===== src/rtl/aqi_pkg.sv =====
package aqi_pkg;

	localparam int RAW_W    = 16;   // reading width
	localparam int PT_W     = 8;    // breakpoint width (whole ug/m3)
	localparam int SEGW_W   = 7;    // segment width in ug/m3
	localparam int NUM_W    = 22;   // 50*d + width<<F
	localparam int T_W      = 21;   // numerator after the power-of-two shift
	localparam int RECIP_W  = 29;   // ceil(2^32 / width)
	localparam int RECIP_SH = 32;
	localparam int PROD_W   = T_W + RECIP_W;
	localparam int Q_W      = 17;   // quotient of the segment division
	localparam int SUB_W    = 18;   // sub-index, integer
	localparam int IDX_W    = 11;
	localparam int BAND_W   = 3;
	localparam int BASE_W   = 7;

	localparam logic [IDX_W-1:0] INDEX_MAX = 11'd2047;
	localparam int BAND_STEP = 25;
	localparam logic [NUM_W-1:0] SLOPE2 = 22'd50;   // twice the per-segment index step

	typedef enum logic [BAND_W-1:0] {
		BAND_VERY_GOOD  = 3'd0,
		BAND_GOOD       = 3'd1,
		BAND_MODERATE   = 3'd2,
		BAND_SUFFICIENT = 3'd3,
		BAND_POOR       = 3'd4
	} aqi_band_t;

	// Breakpoints, segment widths and exact reciprocals of one pollutant.
	typedef struct packed {
		logic [4:0][PT_W-1:0]    pts;
		logic [3:0][SEGW_W-1:0]  width;
		logic [3:0][RECIP_W-1:0] recip;
	} aqi_table_t;

	// Stage advance strobes from the top-level flow control.
	typedef struct packed {
		logic s2;
		logic s3;
	} aqi_adv_t;

	localparam aqi_table_t FINE_TABLE = '{
		pts:   {8'd110, 8'd55, 8'd30, 8'd15, 8'd0},
		width: {7'd55, 7'd25, 7'd15, 7'd15},
		recip: {29'd78090315, 29'd171798692, 29'd286331154, 29'd286331154}
	};

	localparam aqi_table_t COARSE_TABLE = '{
		pts:   {8'd180, 8'd90, 8'd50, 8'd25, 8'd0},
		width: {7'd90, 7'd40, 7'd25, 7'd25},
		recip: {29'd47721859, 29'd107374183, 29'd171798692, 29'd171798692}
	};

	// Index at the lower end of each segment.
	localparam logic [3:0][BASE_W-1:0] SEG_BASE = {7'd75, 7'd50, 7'd25, 7'd0};

	function automatic aqi_band_t band_of(input logic [IDX_W-1:0] idx);
		aqi_band_t b;
		if (idx <= IDX_W'(BAND_STEP)) begin
			b = BAND_VERY_GOOD;
		end else if (idx <= IDX_W'(2 * BAND_STEP)) begin
			b = BAND_GOOD;
		end else if (idx <= IDX_W'(3 * BAND_STEP)) begin
			b = BAND_MODERATE;
		end else if (idx <= IDX_W'(4 * BAND_STEP)) begin
			b = BAND_SUFFICIENT;
		end else begin
			b = BAND_POOR;
		end
		return b;
	endfunction

endpackage


===== src/rtl/aqi_in_if.sv =====
interface aqi_in_if;
	logic        valid;
	logic        ready;
	logic [15:0] fine_dust;
	logic        fine_valid;
	logic [15:0] coarse_dust;
	logic        coarse_valid;

	modport source (output valid, output fine_dust, output fine_valid,
		output coarse_dust, output coarse_valid, input ready);
	modport sink (input valid, input fine_dust, input fine_valid,
		input coarse_dust, input coarse_valid, output ready);
endinterface


===== src/rtl/aqi_out_if.sv =====
interface aqi_out_if;
	logic        valid;
	logic        ready;
	logic        available;
	logic [10:0] quality_index;
	logic [2:0]  quality_band;

	modport source (output valid, output available, output quality_index,
		output quality_band, input ready);
	modport sink (input valid, input available, input quality_index,
		input quality_band, output ready);
endinterface


===== src/rtl/air_quality_index_from_pm.sv =====
// Particulate air quality index (CAQI style).
//
// Channels: sample (sink) carries one PM2.5 and one PM10 reading, each with
// its own present flag; result (source) carries available, quality_index and
// quality_band. Both are valid/ready; a transaction completes on a rising
// edge with valid and ready high.
//
// Pipeline: a taken sample passes the input register, segment select,
// reciprocal multiply and result register in order; result.valid rises when
// it reaches the result register. Throughput: one transaction per cycle while
// result.ready is high, set by the four-stage pipeline; the single
// 21x29 multiplier per pollutant sits alone between two registers.
//
// Stall: each stage advances when it is empty or the stage after it moves,
// so bubbles close up while result.ready is low and sample.ready stays high
// until all four stages hold an item. A stalled result holds its payload.
//
// Reset: arst_n clears all stage valid bits; result.valid is low and
// sample.ready is high right after reset.
module air_quality_index_from_pm #(
	parameter int FRAC_BITS = 4
) (
	input  logic      clk,
	input  logic      arst_n,
	aqi_in_if.sink    sample,
	aqi_out_if.source result
);

	// stage valid bits
	logic v1_q, v2_q, v3_q, v4_q;
	logic rdy1, rdy2, rdy3, rdy4;
	aqi_pkg::aqi_adv_t adv;

	// input register
	logic [aqi_pkg::RAW_W-1:0] fine_s1, coarse_s1;
	logic                      fine_ok_s1, coarse_ok_s1;
	logic                      avail_s2, avail_s3;

	logic [aqi_pkg::SUB_W-1:0] fine_sub_s3, coarse_sub_s3;
	logic [aqi_pkg::IDX_W-1:0] index_c;
	aqi_pkg::aqi_band_t        band_c;

	// output register
	logic                      avail_q;
	logic [aqi_pkg::IDX_W-1:0] index_q;
	aqi_pkg::aqi_band_t        band_q;

	// backpressure runs from the output back to the input
	assign rdy4 = !v4_q || result.ready;
	assign rdy3 = !v3_q || rdy4;
	assign rdy2 = !v2_q || rdy3;
	assign rdy1 = !v1_q || rdy2;
	assign adv  = '{s2: rdy2, s3: rdy3};

	assign sample.ready = rdy1;

	always_ff @(posedge clk or negedge arst_n) begin
		if (!arst_n) begin
			v1_q <= 1'b0;
			v2_q <= 1'b0;
			v3_q <= 1'b0;
			v4_q <= 1'b0;
		end else begin
			if (rdy1) v1_q <= sample.valid;
			if (rdy2) v2_q <= v1_q;
			if (rdy3) v3_q <= v2_q;
			if (rdy4) v4_q <= v3_q;
		end
	end

	always_ff @(posedge clk) begin
		if (rdy1) begin
			fine_s1      <= sample.fine_dust;
			fine_ok_s1   <= sample.fine_valid;
			coarse_s1    <= sample.coarse_dust;
			coarse_ok_s1 <= sample.coarse_valid;
		end
		if (rdy2) avail_s2 <= fine_ok_s1 || coarse_ok_s1;
		if (rdy3) avail_s3 <= avail_s2;
	end

	// an absent reading yields sub-index zero, so both absent gives index 0, band 0
	aqi_sub #(.FRAC_BITS(FRAC_BITS)) u_fine (
		.clk    (clk),
		.adv    (adv),
		.tbl    (aqi_pkg::FINE_TABLE),
		.raw_s1 (fine_s1),
		.ok_s1  (fine_ok_s1),
		.sub_s3 (fine_sub_s3)
	);

	aqi_sub #(.FRAC_BITS(FRAC_BITS)) u_coarse (
		.clk    (clk),
		.adv    (adv),
		.tbl    (aqi_pkg::COARSE_TABLE),
		.raw_s1 (coarse_s1),
		.ok_s1  (coarse_ok_s1),
		.sub_s3 (coarse_sub_s3)
	);

	aqi_merge u_merge (
		.fine_sub      (fine_sub_s3),
		.coarse_sub    (coarse_sub_s3),
		.quality_index (index_c),
		.quality_band  (band_c)
	);

	always_ff @(posedge clk) begin
		if (rdy4) begin
			avail_q <= avail_s3;
			index_q <= index_c;
			band_q  <= band_c;
		end
	end

	assign result.valid         = v4_q;
	assign result.available     = avail_q;
	assign result.quality_index = index_q;
	assign result.quality_band  = band_q;

endmodule


===== src/rtl/aqi_sub.sv =====
// Sub-index of one pollutant: segment select, then exact division by the
// segment width through a reciprocal multiply. Two register stages.
module aqi_sub #(
	parameter int FRAC_BITS = 4
) (
	input  logic                             clk,
	input  aqi_pkg::aqi_adv_t                adv,
	input  aqi_pkg::aqi_table_t              tbl,
	input  logic [aqi_pkg::RAW_W-1:0]        raw_s1,
	input  logic                             ok_s1,
	output logic [aqi_pkg::SUB_W-1:0]        sub_s3
);

	localparam int SH = FRAC_BITS + 1;

	logic [aqi_pkg::RAW_W-1:0]  bp1, bp2, bp3, lo, d;
	logic [1:0]                 seg;
	logic [aqi_pkg::NUM_W-1:0]  num;
	logic [aqi_pkg::T_W-1:0]    t;

	logic [aqi_pkg::T_W-1:0]    t_s2;
	logic [1:0]                 seg_s2;
	logic                       ok_s2;

	logic [aqi_pkg::PROD_W-1:0] prod;
	logic [aqi_pkg::Q_W-1:0]    q;

	assign bp1 = aqi_pkg::RAW_W'(tbl.pts[1]) << FRAC_BITS;
	assign bp2 = aqi_pkg::RAW_W'(tbl.pts[2]) << FRAC_BITS;
	assign bp3 = aqi_pkg::RAW_W'(tbl.pts[3]) << FRAC_BITS;

	// a reading on a breakpoint takes the lower segment; top segment extrapolates
	always_comb begin
		priority if (raw_s1 <= bp1) begin
			seg = 2'd0;
		end else if (raw_s1 <= bp2) begin
			seg = 2'd1;
		end else if (raw_s1 <= bp3) begin
			seg = 2'd2;
		end else begin
			seg = 2'd3;
		end
	end

	assign lo  = aqi_pkg::RAW_W'(tbl.pts[{1'b0, seg}]) << FRAC_BITS;
	assign d   = raw_s1 - lo;
	// round half up of 25*d/(w*2^F): floor((50d + w*2^F) / (2w*2^F))
	assign num = aqi_pkg::NUM_W'(d) * aqi_pkg::SLOPE2
		+ (aqi_pkg::NUM_W'(tbl.width[seg]) << FRAC_BITS);
	assign t   = aqi_pkg::T_W'(num >> SH);

	always_ff @(posedge clk) begin
		if (adv.s2) begin
			t_s2   <= t;
			seg_s2 <= seg;
			ok_s2  <= ok_s1;
		end
	end

	// reciprocal is exact for every t below 2^21
	assign prod = aqi_pkg::PROD_W'(t_s2) * aqi_pkg::PROD_W'(tbl.recip[seg_s2]);
	assign q    = prod[aqi_pkg::RECIP_SH +: aqi_pkg::Q_W];

	always_ff @(posedge clk) begin
		if (adv.s3) begin
			sub_s3 <= ok_s2
				? aqi_pkg::SUB_W'(aqi_pkg::SEG_BASE[seg_s2]) + aqi_pkg::SUB_W'(q)
				: '0;
		end
	end

endmodule


===== src/rtl/aqi_merge.sv =====
// Larger sub-index, saturation, band.
module aqi_merge (
	input  logic [aqi_pkg::SUB_W-1:0] fine_sub,
	input  logic [aqi_pkg::SUB_W-1:0] coarse_sub,
	output logic [aqi_pkg::IDX_W-1:0] quality_index,
	output aqi_pkg::aqi_band_t        quality_band
);

	logic [aqi_pkg::SUB_W-1:0] top;

	assign top = (fine_sub > coarse_sub) ? fine_sub : coarse_sub;
	assign quality_index = (top > aqi_pkg::SUB_W'(aqi_pkg::INDEX_MAX))
		? aqi_pkg::INDEX_MAX : top[aqi_pkg::IDX_W-1:0];
	assign quality_band = aqi_pkg::band_of(quality_index);

endmodule


===== src/flat_wrapper.sv =====
// flat-port wrapper written by rule: the top's interface ports become plain ports
module air_quality_index_from_pm_flat 
#(
	parameter int FRAC_BITS = 4
)
  (clk, arst_n, sample_valid, sample_fine_dust, sample_fine_valid, sample_coarse_dust, sample_coarse_valid, sample_ready, result_valid, result_available, result_quality_index, result_quality_band, result_ready);
  aqi_in_if sample_i ();
  aqi_out_if result_i ();
  input  logic clk;
  input  logic arst_n;
  input wire logic [$bits(sample_i.valid)-1:0] sample_valid;
  input wire logic [$bits(sample_i.fine_dust)-1:0] sample_fine_dust;
  input wire logic [$bits(sample_i.fine_valid)-1:0] sample_fine_valid;
  input wire logic [$bits(sample_i.coarse_dust)-1:0] sample_coarse_dust;
  input wire logic [$bits(sample_i.coarse_valid)-1:0] sample_coarse_valid;
  output wire logic [$bits(sample_i.ready)-1:0] sample_ready;
  output wire logic [$bits(result_i.valid)-1:0] result_valid;
  output wire logic [$bits(result_i.available)-1:0] result_available;
  output wire logic [$bits(result_i.quality_index)-1:0] result_quality_index;
  output wire logic [$bits(result_i.quality_band)-1:0] result_quality_band;
  input wire logic [$bits(result_i.ready)-1:0] result_ready;
  assign sample_i.valid = sample_valid;
  assign sample_i.fine_dust = sample_fine_dust;
  assign sample_i.fine_valid = sample_fine_valid;
  assign sample_i.coarse_dust = sample_coarse_dust;
  assign sample_i.coarse_valid = sample_coarse_valid;
  assign sample_ready = sample_i.ready;
  assign result_valid = result_i.valid;
  assign result_available = result_i.available;
  assign result_quality_index = result_i.quality_index;
  assign result_quality_band = result_i.quality_band;
  assign result_i.ready = result_ready;
  air_quality_index_from_pm #(.FRAC_BITS(FRAC_BITS)) u_core (.clk(clk), .arst_n(arst_n), .sample(sample_i), .result(result_i));
endmodule

===== config.mk =====
export PLATFORM = sky130hd
export DESIGN_NAME = air_quality_index_from_pm_flat
export DESIGN_NICKNAME = d
export VERILOG_FILES = /design/src/rtl/aqi_pkg.sv /design/src/rtl/aqi_in_if.sv /design/src/rtl/aqi_out_if.sv /design/src/rtl/air_quality_index_from_pm.sv /design/src/rtl/aqi_sub.sv /design/src/rtl/aqi_merge.sv /design/src/flat_wrapper.sv
export SDC_FILE = /design/constraint.sdc
export NUM_CORES = 2
export LEC_CHECK = 0
export CAP_MARGIN = 20
export CELL_PAD_IN_SITES_DETAIL_PLACEMENT = 2
export CELL_PAD_IN_SITES_GLOBAL_PLACEMENT = 2
export CORE_ASPECT_RATIO = 1.4
export CORE_MARGIN = 2
export CORE_UTILIZATION = 41
export CTS_BUF_LIST = sky130_fd_sc_hd__clkbuf_8
export DETAILED_ROUTE_END_ITERATION = 10
export DONT_BUFFER_PORTS = 1
export PLACE_DENSITY = 0.87
export SETUP_SLACK_MARGIN = 0.4
export SYNTH_ARGS = -nofsm -noshare
export SYNTH_HDL_FRONTEND = slang
export SYNTH_SLANG_ARGS = --single-unit

===== constraint.sdc =====
create_clock -name clk -period 8 [get_ports clk]
set_clock_uncertainty 0.1 [all_clocks]
set_input_delay 0.4 -clock clk [delete_from_list [all_inputs] [get_ports clk]]
set_output_delay 0.4 -clock clk [all_outputs]
set_load 0.02 [all_outputs]

==> metrics.sh, run 1 <==
GRT_REPAIR_WORST_ENDPOINT='u_core.u_fine.sub_s3[10]$_SDFFCE_PN0P_/D'
OUTCOME='aborted with a tool error'
WORST-ENDPOINT-PIN-KIND='register input'
GLOBAL_ROUTE_USAGE_OVER_ALL_LAYERS_PCT=61.79
INSTANCE_AREA_AFTER_PLACEMENT_SQ_UM=38360
MAXIMUM_NUMBER_OF_PINS_ON_ONE_NET_BEFORE_GLOBAL_ROUTE_REPAIR=43
MAX-CLOCK-PATH-BUFFERS=2
SYNTH_CELLS=3286
PREDOMINANT_POST_SYNTHESIS_FLOP_CELL='sky130_fd_sc_hd__edfxtp_1'
INITIAL_STANDARD_CELL_UTILIZATION_OF_THE_CORE_PCT=41.28
FLOORPLAN.IO_PINS=55
CTSHTREEMAXLEVEL=4
PORT-BUFFER-COUNT=0
SHARE_OF_SYNTHESIZED_REGISTERS_CARRYING_AN_ASYNC_SET_OR_RESET_PCT=3.200
DP.FINAL_HPWL_MM=133.2
YOSYS.CELL_TYPES.COUNT=78
FLOW.STOPPED_AT='global routing'
SYNTH.YOSYS.SEQ_AREA_SHARE_PCT=11.30
DIE_X_UM=243.9
NUMBER_OF_BUFFERS_CREATED_BY_CTS=17
POST_SYN_AREA_PER_CELL_SQ_UM=10.05
FIRST_ERROR='[ERROR GRT-0232] Routing congestion too high. Check the congestion heatmap in the GUI.'
TRITONCTS_NUM_SINKS=125
MAPPEDNETLISTNETS=4478
SYNTH-EDFF-COUNT=121
SYNTH.CELL_AREA_SQ_UM=33030
DPL_WORST_SLACK_NS=-1.215
NUM_ROWS=123
GP_CONGESTION=0.9928
CLOCKROOTBUFFER='sky130_fd_sc_hd__clkbuf_8'
GRT_REMAINING_OVERFLOW=33
DIE_H_UM=339.9
SYNTH_WARN=0
NUMBER_OF_SYNTHESIZED_REGISTER_BITS=125
-- stage by stage --
| step | hold WS [ns] | utilization, % | std cells |
|---|---|---|---|
| 4_1_cts | 0.05773 | 50.92 | 4902 |
| 3_5_place_dp | 0.005864 | 47.93 | 4771 |
| 2_1_floorplan | 0.004409 | - | 3286 |
| 3_3_place_gp | 0.005840 | 47.93 | 4771 |
-- routing by layer --
metal  overflow  GRT usage (%)
met5          0          8.535
met4         18          72.32
met3          0          36.79
met2         15          87.83
met1          0          55.97
-- cells by family after synthesis --
family          after synthesis  synth area share, %
xor+xnor                    131                3.538
flops                       125                11.30
buf+inv                    1037                11.78
simple gates                549                8.689
compound gates              285                6.125
fa+ha+maj                  1154                58.41
mux                           5               0.1515
-- cell usage after synthesis (10+ instances only) --
library cell	count	area, sq um
sky130_fd_sc_hd__inv_1	1009	3787
sky130_fd_sc_hd__fa_1	647	12950
sky130_fd_sc_hd__ha_1	507	6344
sky130_fd_sc_hd__nand2_1	128	480.5
sky130_fd_sc_hd__edfxtp_1	121	3633
sky130_fd_sc_hd__nor2_1	104	390.4
sky130_fd_sc_hd__xnor2_1	87	762.0
sky130_fd_sc_hd__a21oi_1	75	375.4
sky130_fd_sc_hd__nand2b_1	74	462.9
sky130_fd_sc_hd__and2_1	58	362.9
sky130_fd_sc_hd__a21o_1	51	382.9
sky130_fd_sc_hd__nor2b_1	44	275.3
sky130_fd_sc_hd__xor2_1	42	367.9
sky130_fd_sc_hd__nor3_1	37	185.2
sky130_fd_sc_hd__o21ai_0	31	155.2
sky130_fd_sc_hd__nand3_1	27	135.1
sky130_fd_sc_hd__clkbuf_1	26	97.59
sky130_fd_sc_hd__o21a_1	24	180.2
sky130_fd_sc_hd__nand4_1	15	93.84
sky130_fd_sc_hd__a211oi_1	13	97.59
sky130_fd_sc_hd__and3_1	12	75.07
sky130_fd_sc_hd__a31oi_1	11	68.82
sky130_fd_sc_hd__o21bai_1	10	75.07
-- what timing repair did --
action                     in CTS
buffers inserted               63
setup endpoints to repair      34
resized for setup             305
hold buffers                   37
hold endpoints to repair       40
pin swaps                     158
==> inputs of run 2 (changes only) <==
CELL_PAD_IN_SITES_DETAIL_PLACEMENT = default   (was 2)
CELL_PAD_IN_SITES_GLOBAL_PLACEMENT = default   (was 2)
CORE_ASPECT_RATIO = default   (was 1.4)
CORE_UTILIZATION = 35   (was 41)
CTS_BUF_LIST = default   (was sky130_fd_sc_hd__clkbuf_8)
PLACE_DENSITY = default   (was 0.87)
PLACE_DENSITY_LB_ADDON = 0.15   (was default)
SETUP_SLACK_MARGIN = default   (was 0.4)
clock period = 10.4 ns   (was 8 ns; I/O delays follow)
==> run 2 against run 1 <==
The flow now finishes without violations; synthesized cell count stayed put; area after synthesis stayed put.
==> metrics.sh, run 2 <==
OUTCOME='finished clean'
GP_CONGESTION=0.8993  # -9.4%
FINALCOREUTILIZATION_PCT=38.19
DIE_H_UM=311.2  # -8.4%
CTSHTREEMAXLEVEL=4  # unchanged
YS_TOP_CELLS_BY_AREA='sky130_fd_sc_hd__fa_1 39%, sky130_fd_sc_hd__ha_1 19%, sky130_fd_sc_hd__inv_1 11%'
SYNTH_MOST_COMMON_CELL='sky130_fd_sc_hd__inv_1'
ROUTE.DETAILED.DRC=0
ANTENNA_CELLS_INSERTED=0
FLOORPLAN.IO_PINS=55  # unchanged
SYNTH_WARN=0  # unchanged
FILLERS=9428
CRITICALPATHCATEGORY='reg2reg'
CRITICAL_PATH.MAX_FANOUT=10
DRV_SLEW=0
GRT_REMAINING_OVERFLOW=0
DRTITER0DRC=928
DIE_X_UM=311.2  # +28%
GROUTE.LAYER.MET1.USAGE_PCT=26.70
MAX_SLEW.WORST_PIN.SLEW_NS=0.8428
MAPPEDNETLISTNETS=4478  # unchanged
WORST_SETUP_HOLD_PATH_CLK_SLEW_NS=0.06
NUMBER_OF_ANTENNA_VIOLATIONS_AT_THE_FIRST_CHECK_IN_GLOBAL_ROUTING=0
SYNTHDOMINANTCELLAREASHARE_PCT=39.21  # unchanged
SYNTH_TOP_CELL_BY_AREA='sky130_fd_sc_hd__fa_1'
COMMONEST_CELLS_IN_THE_NETLIST='1009 x sky130_fd_sc_hd__inv_1, 647 x sky130_fd_sc_hd__fa_1, 507 x sky130_fd_sc_hd__ha_1'
YOSYS.CELL_TYPES.COUNT=78  # unchanged
TRITONCTS_NUM_SINKS=125  # unchanged
DPL_WORST_SLACK_NS=0.5496  # +1.765 ns
SYNTH.YOSYS.SEQ_AREA_SHARE_PCT=11.30  # unchanged
FINALWIRELENGTH_MM=88.69
NUM_ROWS=112  # -8.9%
SYNTH_CELLS=3286  # unchanged
MAXIMUM_NUMBER_OF_PINS_ON_ONE_NET_BEFORE_GLOBAL_ROUTE_REPAIR=43
DR_TOTAL_VIAS=21310
TIMING.CRITICAL_PATH.ARRIVAL_NS=9.87
DP.FINAL_HPWL_MM=80.54  # -40%
POST-ROUTE-PERIOD-UTIL_PCT=93.61
PREDOMINANT_POST_SYNTHESIS_FLOP_CELL='sky130_fd_sc_hd__edfxtp_1'
NUMBER_OF_SYNTHESIZED_REGISTER_BITS=125  # unchanged
FP.COREAREA_SQ_UM=93470
NUMBER_OF_BUFFERS_CREATED_BY_CTS=17  # unchanged
LARGESTREGISTERS='u_core.u_coarse.t_s2: 17 flops, u_core.u_fine.t_s2: 17 flops'
MAX-CLOCK-PATH-BUFFERS=2  # unchanged
PORT-BUFFER-COUNT=0  # unchanged
CP_SLOWEST_STAGE_DELAY_NS=0.58
TIMING.CRITICAL_PATH.FROM_TYPE='flip-flop'
RSZ0062_AT_GRT='no'
SYNTH-EDFF-COUNT=121  # unchanged
SHARE_OF_SYNTHESIZED_REGISTERS_CARRYING_AN_ASYNC_SET_OR_RESET_PCT=3.200  # unchanged
DRT-PASS1-ITER-COUNT=6
TOP_USAGE_LAYER='met2'
FMAXACHIEVABLE_MHz=102.7
FIN_CRIT_NS=9.736
LAYOUT_COMMON_CELLS='1009 x sky130_fd_sc_hd__inv_1, 647 x sky130_fd_sc_hd__fa_1, 507 x sky130_fd_sc_hd__ha_1'
DIE-AREA_SQ_UM=96860
INITIAL_STANDARD_CELL_UTILIZATION_OF_THE_CORE_PCT=35.34  # -5.9 points
VIAS_PER_CELL=4.618
SLEW_HEADROOM_PCT=43.70
AREA.GROWTH.SYNTH_TO_FINAL_PCT=8.052
SETUP.WORST_PATH.END_CLASS='flip-flop'
TIMING.FINAL.SETUP_VIOLATIONS=0
FINALHOLDVIOLATIONS=0
HOLD_PATH.CLASS='in2async'
ANT_NETS=0
POSTLAYOUTSETUPSLACKWORST_NS=0.6643
FIRST_GLOBAL_VIAS=24210
POST_SYN_AREA_PER_CELL_SQ_UM=10.05  # unchanged
CP.REQUIRED_NS=10.53
GRT_USE_MET2_PCT=32.85
FRACTION_OF_FINAL_LAYOUT_CELLS_WITH_DRIVE_STRENGTH_GREATER_THAN_1_PCT=2.887
REG2REG_DEPTH=37
FINAL_NETS=4539
LAYOUT.CELLS.MOST_COMMON='sky130_fd_sc_hd__inv_1'
GLOBAL_ROUTE_USAGE_OVER_ALL_LAYERS_PCT=19.51
WL_PER_CELL_UM=19.22
CLOCKROOTBUFFER='sky130_fd_sc_hd__clkbuf_16'
MAX_CAP_VIOLATIONS=0
SYNTH.CELL_AREA_SQ_UM=33030  # unchanged
GRT.MET3_USAGE_PCT=2.966
FINALSETUPTNS_NS=0
CLK_LATENCY_NS=0.48
GRT_FIRST_PASS_WIRELENGTH_MM=142.6
TRITONCTS='yes'
CRIT_PATH_MAX_DELAY_CELL_TYPE='sky130_fd_sc_hd__fa_1'
[run 2: cell counts after synthesis]
Identical to the previous run, type by type.
[run 2: path summary, 6_finish.rpt]
path / startpoint / end / slack [ns]
setup / recovery: u_core.u_fine.seg_s2[0] / u_core.u_fine.sub_s3[9] / 0.66
hold / removal: arst_n / u_core.v1_q / 0.21
setup reg to reg: u_core.u_fine.seg_s2[0] / u_core.u_fine.sub_s3[9] / 0.66
hold reg to reg: u_core.avail_s3 / u_core.result.available / 0.32
max in group asynchronous: arst_n / u_core.v3_q / 9.82
min in group clk: result_ready / u_core.v1_q / 0.27
[run 2: stage by stage]
step	area, sq um	instances	hold slack, ns
after global placement	34750	4546	0.1246
after detailed placement	34750	4546	0.1245
after floorplan	33030	3286	0.1244
after CTS	35690	4614	0.1705
final	35690	4614	0.2119
after global routing	35690	4614	0.1949
[run 2: cells by family after synthesis]
logic type,synth area share [%]
DFF,11.30
buffers and inverters,11.78
muxes,0.1515
and+or+nand+nor,8.689
AOI/OAI and AO/OA,6.125
adders and majority gates,58.41
xor gates and xnor gates,3.538
[run 2: repair_timing]
action	in CTS	in global routing
endpoints found under the hold margin	39	0
resized for setup	0	1
setup buffers	0	0
setup endpoints to repair	0	1
hold buffers	36	0
[run 2: cell type report]
cell class	instances	area (sq um)	share of cell area, %
clock buffers	18	429.2	1.202
clock inverters	14	143.9	0.4031
inverters	1011	3795	10.63
multi-input cells	2124	25420	71.22
flip-flops and latches	125	3734	10.46
well taps	1254	1569	4.396
repair buffers	68	600.6	1.683
[run 2: routing by layer]
layer | wire length (um) | up-vias
li1 | - | 10240
met1 | 41540 | 10630
met2 | 42570 | 381
met3 | 3340 | 60
met4 | 1241 | 0
met5 | 0 | -
[run 2: critical path: cells and delay by family, from the launching register on]
family	cells	cell delay, ns
adder cells (fa/ha/maj)	9	4.10
AO/OA/AOI/OAI	11	2.36
AND/OR/NAND/NOR	8	1.39
buffers and inverters	7	0.83
flip-flops	1	0.46
XOR/XNOR	2	0.26
Power of run 2 is not shown: default switching activity piles up to over one toggle a cycle in this logic, so the estimate is an artifact.
